## config.mk

```make
export PLATFORM = sky130hd
export DESIGN_NAME = bal_cell
export DESIGN_NICKNAME = d
export VERILOG_FILES = /design/src/hw/rtl/bal_pkg.sv /design/src/hw/rtl/bal_cell.sv
export SDC_FILE = /design/constraint.sdc
export NUM_CORES = 1
export LEC_CHECK = 0
export BUFFER_PORTS_ARGS = -buffer_cell sky130_fd_sc_hd__buf_2
export CORE_AREA = 2 2 91 93
export DETAILED_ROUTE_END_ITERATION = 7
export DIE_AREA = 0 0 93 95
export GPL_ROUTABILITY_DRIVEN = 0
export PLACE_DENSITY = 0.81
export SLEW_MARGIN = 20
export SYNTH_ARGS = -nofsm -noshare
export SYNTH_HDL_FRONTEND = slang
export SYNTH_SLANG_ARGS = --single-unit
```

## constraint.sdc

```tcl
create_clock -name clk -period 7.97 [get_ports clk]
set_input_delay 0.797 -clock clk [delete_from_list [all_inputs] [get_ports clk]]
set_output_delay 0.797 -clock clk [all_outputs]
set_load 0.02 [all_outputs]
```

## src/hw/rtl/bal_pkg.sv

```systemverilog
`default_nettype none
// ----------------------------------------------------------------------------
// bal_pkg
// Shared codes, widths and the per-cell control bundle of the array list.
// ----------------------------------------------------------------------------
package bal_pkg;

    localparam int DATA_W   = 32;
    localparam int OP_W     = 3;
    localparam int STATUS_W = 2;
    localparam int COUNT_W  = 7;

    // Operation codes
    localparam logic [OP_W-1:0] OP_GET    = 3'd0;
    localparam logic [OP_W-1:0] OP_SET    = 3'd1;
    localparam logic [OP_W-1:0] OP_APPEND = 3'd2;
    localparam logic [OP_W-1:0] OP_INSERT = 3'd3;
    localparam logic [OP_W-1:0] OP_REMOVE = 3'd4;

    // Status codes
    localparam logic [STATUS_W-1:0] ST_OK    = 2'd0;
    localparam logic [STATUS_W-1:0] ST_RANGE = 2'd1;
    localparam logic [STATUS_W-1:0] ST_FULL  = 2'd2;

    // Cell update modes
    localparam logic [1:0] CM_HOLD   = 2'd0;
    localparam logic [1:0] CM_WRITE  = 2'd1;
    localparam logic [1:0] CM_INSERT = 2'd2;
    localparam logic [1:0] CM_REMOVE = 2'd3;

    typedef struct packed {
        logic [1:0] mode;
        logic       rd_load;
        logic       rd_shift;
    } bal_ctrl_t;

endpackage
`default_nettype wire

```

## src/hw/rtl/bal_cell.sv

```systemverilog
`default_nettype none
// ----------------------------------------------------------------------------
// bal_cell
// One list entry plus one stage of the read chain toward cell zero.
// ----------------------------------------------------------------------------
module bal_cell
    import bal_pkg::*;
#(
    parameter int INDEX = 0,
    parameter int IW    = 6
)
(
    input  wire                clk,
    input  wire  bal_ctrl_t    ctrl,
    input  wire  [IW-1:0]      target,
    input  wire  [DATA_W-1:0]  wr_value,
    input  wire  [DATA_W-1:0]  left_data,
    input  wire  [DATA_W-1:0]  right_data,
    input  wire  [DATA_W-1:0]  right_rd,
    output logic [DATA_W-1:0]  data,
    output logic [DATA_W-1:0]  rd
);

    localparam logic [IW-1:0] MY_IDX = IW'(INDEX);

    logic [DATA_W-1:0] data_reg;
    logic [DATA_W-1:0] data_next;
    logic [DATA_W-1:0] rd_reg;
    logic [DATA_W-1:0] rd_next;
    logic              hit;
    logic              above;

    assign hit   = (MY_IDX == target);
    assign above = (MY_IDX > target);

    always_comb
    begin
        data_next = data_reg;
        case (ctrl.mode)
            CM_WRITE:
            begin
                if (hit)
                    data_next = wr_value;
            end
            CM_INSERT:
            begin
                if (hit)
                    data_next = wr_value;
                else if (above)
                    data_next = left_data;
            end
            CM_REMOVE:
            begin
                if (hit || above)
                    data_next = right_data;
            end
            default:
            begin
                data_next = data_reg;
            end
        endcase
    end

    // Capture the old entry before any shift, then walk it down the chain
    always_comb
    begin
        rd_next = rd_reg;
        if (ctrl.rd_load)
            rd_next = hit ? data_reg : '0;
        else if (ctrl.rd_shift)
            rd_next = right_rd;
    end

    always_ff @(posedge clk)
    begin
        data_reg <= data_next;
        rd_reg   <= rd_next;
    end

    assign data = data_reg;
    assign rd   = rd_reg;

endmodule
`default_nettype wire

```

### Word level (Yosys, flattened, before mapping)

Cells that the tools add are included.

* bits in registers: 64
* word-level logic and storage cells: 22
* bits of input ports: 139
* output and inout port bits: 64

* eq/ne operators: 6
* reduce and logical (&&, ||, !) cells: 5
* muxes and demuxes: 8
* $lt $le $gt $ge: 1

Operator list (count)
* $mux 32: 7
* $pmux 32 s3: 1
* $gt 1x6->1 const A: 1
* $logic_not 6->1: 1
* $eq 2x2->1 const B: 2
* $ne 2x2->1 const B: 2
* $reduce_and 4->1: 1
* $ne 3x3->1 const B: 1
* $reduce_bool 3->1: 1
* $eq 2x1->1 const B: 1
* $reduce_bool 2->1: 1
* $logic_or 1x1->1: 1

### Depth between registers and ports, before layout

* depth in word-level cells: 4
* depth in mapped cells: 5
* gate-level depth less buffers: 3

### Worst setup path after synthesis

No wires, ideal clock.

* path type: input -> register
* start point: input port target[0]
* end point: register data_reg[0], in the netlist data[0], enable pin
* data required time: 7.549 ns
* arrival: 3.016 ns
* stages: 4
* buffers on the path: 1
* setup time: 0.421 ns
* setup slack: 4.533 ns
* cell sequence: nor4_2 nand2_1 clkbuf_1 nor2_1

* word-level cells in the longest chain between the ends: 4
* elaborated cells between the ends (all ways): 7
* those cells by class: order compare (1); eq/ne (3); reduce/logical (3)

RTL lines
* start, declared: RTL line bal_cell.sv:15 `input wire [IW-1:0] target,`
* $gt 1x6->1 or $logic_not 6->1 (tied branches): RTL line bal_cell.sv:34, bal_cell.sv:33
* $logic_or 1x1->1: RTL line bal_cell.sv:54 `if (hit || above)`
* $ne 2x2->1 (no source line)
* $reduce_and 4->1 (no source line) *
* end signal, assigned: RTL line bal_cell.sv:76 `data_reg <= data_next;`
* end, declared: RTL line bal_cell.sv:26 `logic [DATA_W-1:0] data_reg;`

Every way passes the cells marked *; elsewhere a longest branch is shown, timed or not.
A chain may end at the register's enable or synchronous reset.

### Worst setup path after layout

* start point: input port target[0]
* end point: register data_reg[6], in the netlist data[6], data pin

* word-level cells in the longest chain between the ends: 3

RTL lines
* $logic_not 6->1: RTL line bal_cell.sv:33 `assign hit = (MY_IDX == target);`
* $mux 32: RTL line bal_cell.sv:47 `if (hit)`
* $pmux 32 s3: RTL line bal_cell.sv:39 `case (ctrl.mode)`
* via data_next[6]: RTL line bal_cell.sv:27 `logic [DATA_W-1:0] data_next;`

The timed path passes the listed nets, and every way through them passes these cells.

==> results.ini <==
[routing]
drc_errors=0
wl_mm=9.64
ant_nets=0
dr.first_iter.drc_count=131
via_count=3287
drt-vias-per-instance=5.24
dr.pass1.iters=4
post_drt_wl_per_cell_um=15.4

[layout]
layout_commonest_cell=buf_2
fill_cells=710
syn_to_final_growth_pct=35.0
diodes=0
finalNonFillerCells=627
ff_latch_area_um2=1920
final_layout_size_suffix_gt1_frac=0.433
layout_common_cells=202 x buf_2, 64 x edfxtp_1, 60 x inv_1, 37 x o22ai_1, 33 x nand2_1
multi_input_area_um2=1190
final_nets=656
finish.utilization=0.588
fin_area_um2=4660

[grt]
grtUsageTotal=0.209
grt_max_degree=66
grt_overflow_total=0
grt_pass1_vias=2978
antenna_found_initial=0
grt_pass1_wl_mm=14.4

[critical_path]
startpoint=target[0]
endpoint=data[6]$_DFFE_PP_
r2r_end=rd[0]$_DFFE_PP_
cp_data_arrival_time_ns=2.77
cp.depth=4
cp_slowest_cell=o31ai_4
crit_required_ns=7.98
path_max_fanout=27
cp-start-kind=input pin
reg2reg_slack_ns=7.05
criticalPathCategory=in2reg
cpPeakStageDelay_ns=0.91
path_buf_inv=1
critPathTopFamily=compound AO/OA/AOI/OAI gates
r2r-start=data[0]$_DFFE_PP_
r2r.worst_path.cells=2
path_cells=buf_2 -> or4_1 -> o31ai_4 -> a221oi_1
endpoint_kind=flop

[clock_network]
ctsHoldBuffers=0
cts_setup_buffers=0
tritoncts=done
ctsRootBufferMaster=clkbuf_8
numCtsBuffers=9
clock_latency_ns=0.32
cts_sinks=64
path_clk_slew_ns=0.07
cts-resized-gates=0
clk_path_buf_depth=2
htree_levels=3

[floorplan]
rows=33
start_util=0.436
die_width_um=93
die_h_um=95
dieArea_um2=8840
pin_count=203
coreArea_um2=7930

[timing]
totalNegativeSetupSlack_ns=0
max_slew_margin=0.278
finalMaxSlewViolations=0
period_minus_slack_ns=2.76
clock.fmax_ghz=0.362
setup_violations=0
hold_viol_final=0
tightest_slew_ns=1.08
hold_slack_ns=0.632
rsz0062_at_grt=false
period_share=0.347
finClkSkew_ns=0.00797

[hold_path]
hold_class=reg2reg
worstHoldStart=data[25]$_DFFE_PP_

[yosys]
synth_area_leaders=edfxtp_1 56%, a2111oi_0 6.8%, a221oi_1 6.8%, o22ai_1 6.7%, inv_1 6.5%
syn-cell-area_um2=3450
synth_fp_nets=472
synthCells=333
yosysWarnings=0
synth_top_area_frac=0.557
synthFlopType=edfxtp_1
ys_ff_latch=64
avgSynthCellArea_um2=10.4
synth_edf_count=64
yosysSeqAreaShare=0.557
synth.distinct_cells=20
synthArstFlopShare=0
synth_top_cell_by_area=edfxtp_1

[place]
port_buffers=202
dpl.cell_count=611
place_area_um2=4500
dpl.hpwl_mm=7.15

[power]
p_leak_nw=2.15
vdd_drop_max_v=0.0000679
p_per_area_nw_per_um2=160

[flow_run]
maxCapViolations=0

[run_status]
status=complete, no violations

[power by group]
group	internal, mW	total [mW]	leakage (nW)	switching (mW)
logic	0.0558	0.130	1.42	0.0738
clock network	0.110	0.226	0.0843	0.116
registers	0.388	0.393	0.647	0.00419
[Yosys cell counts, types with 2 or more instances]
| master | count |
|---|---|
| a2111oi_0 | 27 |
| a211oi_1 | 5 |
| a221oi_1 | 27 |
| buf_6 | 2 |
| clkbuf_1 | 29 |
| edfxtp_1 | 64 |
| inv_1 | 60 |
| nand2_1 | 34 |
| nor2_1 | 3 |
| nor2b_1 | 27 |
| nor3_1 | 5 |
| nor4_1 | 5 |
| o22ai_1 | 37 |
| or2_2 | 2 |
[cells by family after synthesis]
group / Yosys count / share of synthesized area
AO/OA/AOI/OAI: 97 / 0.221
AND/OR/NAND/NOR: 79 / 0.117
flip-flops: 64 / 0.557
buffers and inverters: 93 / 0.106
[worst min path at each step]
| stage | to | cells past startpoint |
|---|---|---|
| after detailed placement | rd[25]$_DFFE_PP_ | 2 |
| after floorplan | rd[30]$_DFFE_PP_ | 2 |
| after global routing | rd[27]$_DFFE_PP_ | 2 |
| after global placement | rd[8]$_DFFE_PP_ | 2 |
| after CTS | rd[25]$_DFFE_PP_ | 2 |
| final | rd[25]$_DFFE_PP_ | 2 |
[per-stage QoR]
stage / power, mW / setup slack, ns
2_1_floorplan: 0.472 / 4.53
3_3_place_gp: 0.526 / 4.27
3_5_place_dp: 0.529 / 4.10
4_1_cts: 0.753 / 4.48
5_1_grt: 0.780 / 5.08
6_report: 0.748 / 5.21
[worst register-to-register path: cells and delay by family, from the launching register on]
family / cells / cell delay (ns)
and+or+nand+nor: 1 / 0.11
AOI/OAI and AO/OA: 1 / 0.07
DFF: 1 / 0.46
[layer usage]
| layer | GRT usage | vias up | wire (um) |
|---|---|---|---|
| li1 | - | 1615 | - |
| met1 | 0.280 | 1481 | 4090 |
| met2 | 0.342 | 175 | 4750 |
| met3 | 0.0335 | 16 | 634 |
| met4 | 0.0797 | 0 | 163 |
| met5 | 0 | - | 0 |
[area by class of cell]
cell class,instances,share of cell area
repair buffers,206,0.223
clock buffers,11,0.0282
flip-flops and latches,64,0.412
inverters,60,0.0483
clock inverters,5,0.00510
well taps,105,0.0282
multi-input cells,176,0.255
No activity file was read; power rests on OpenSTA's default activity.
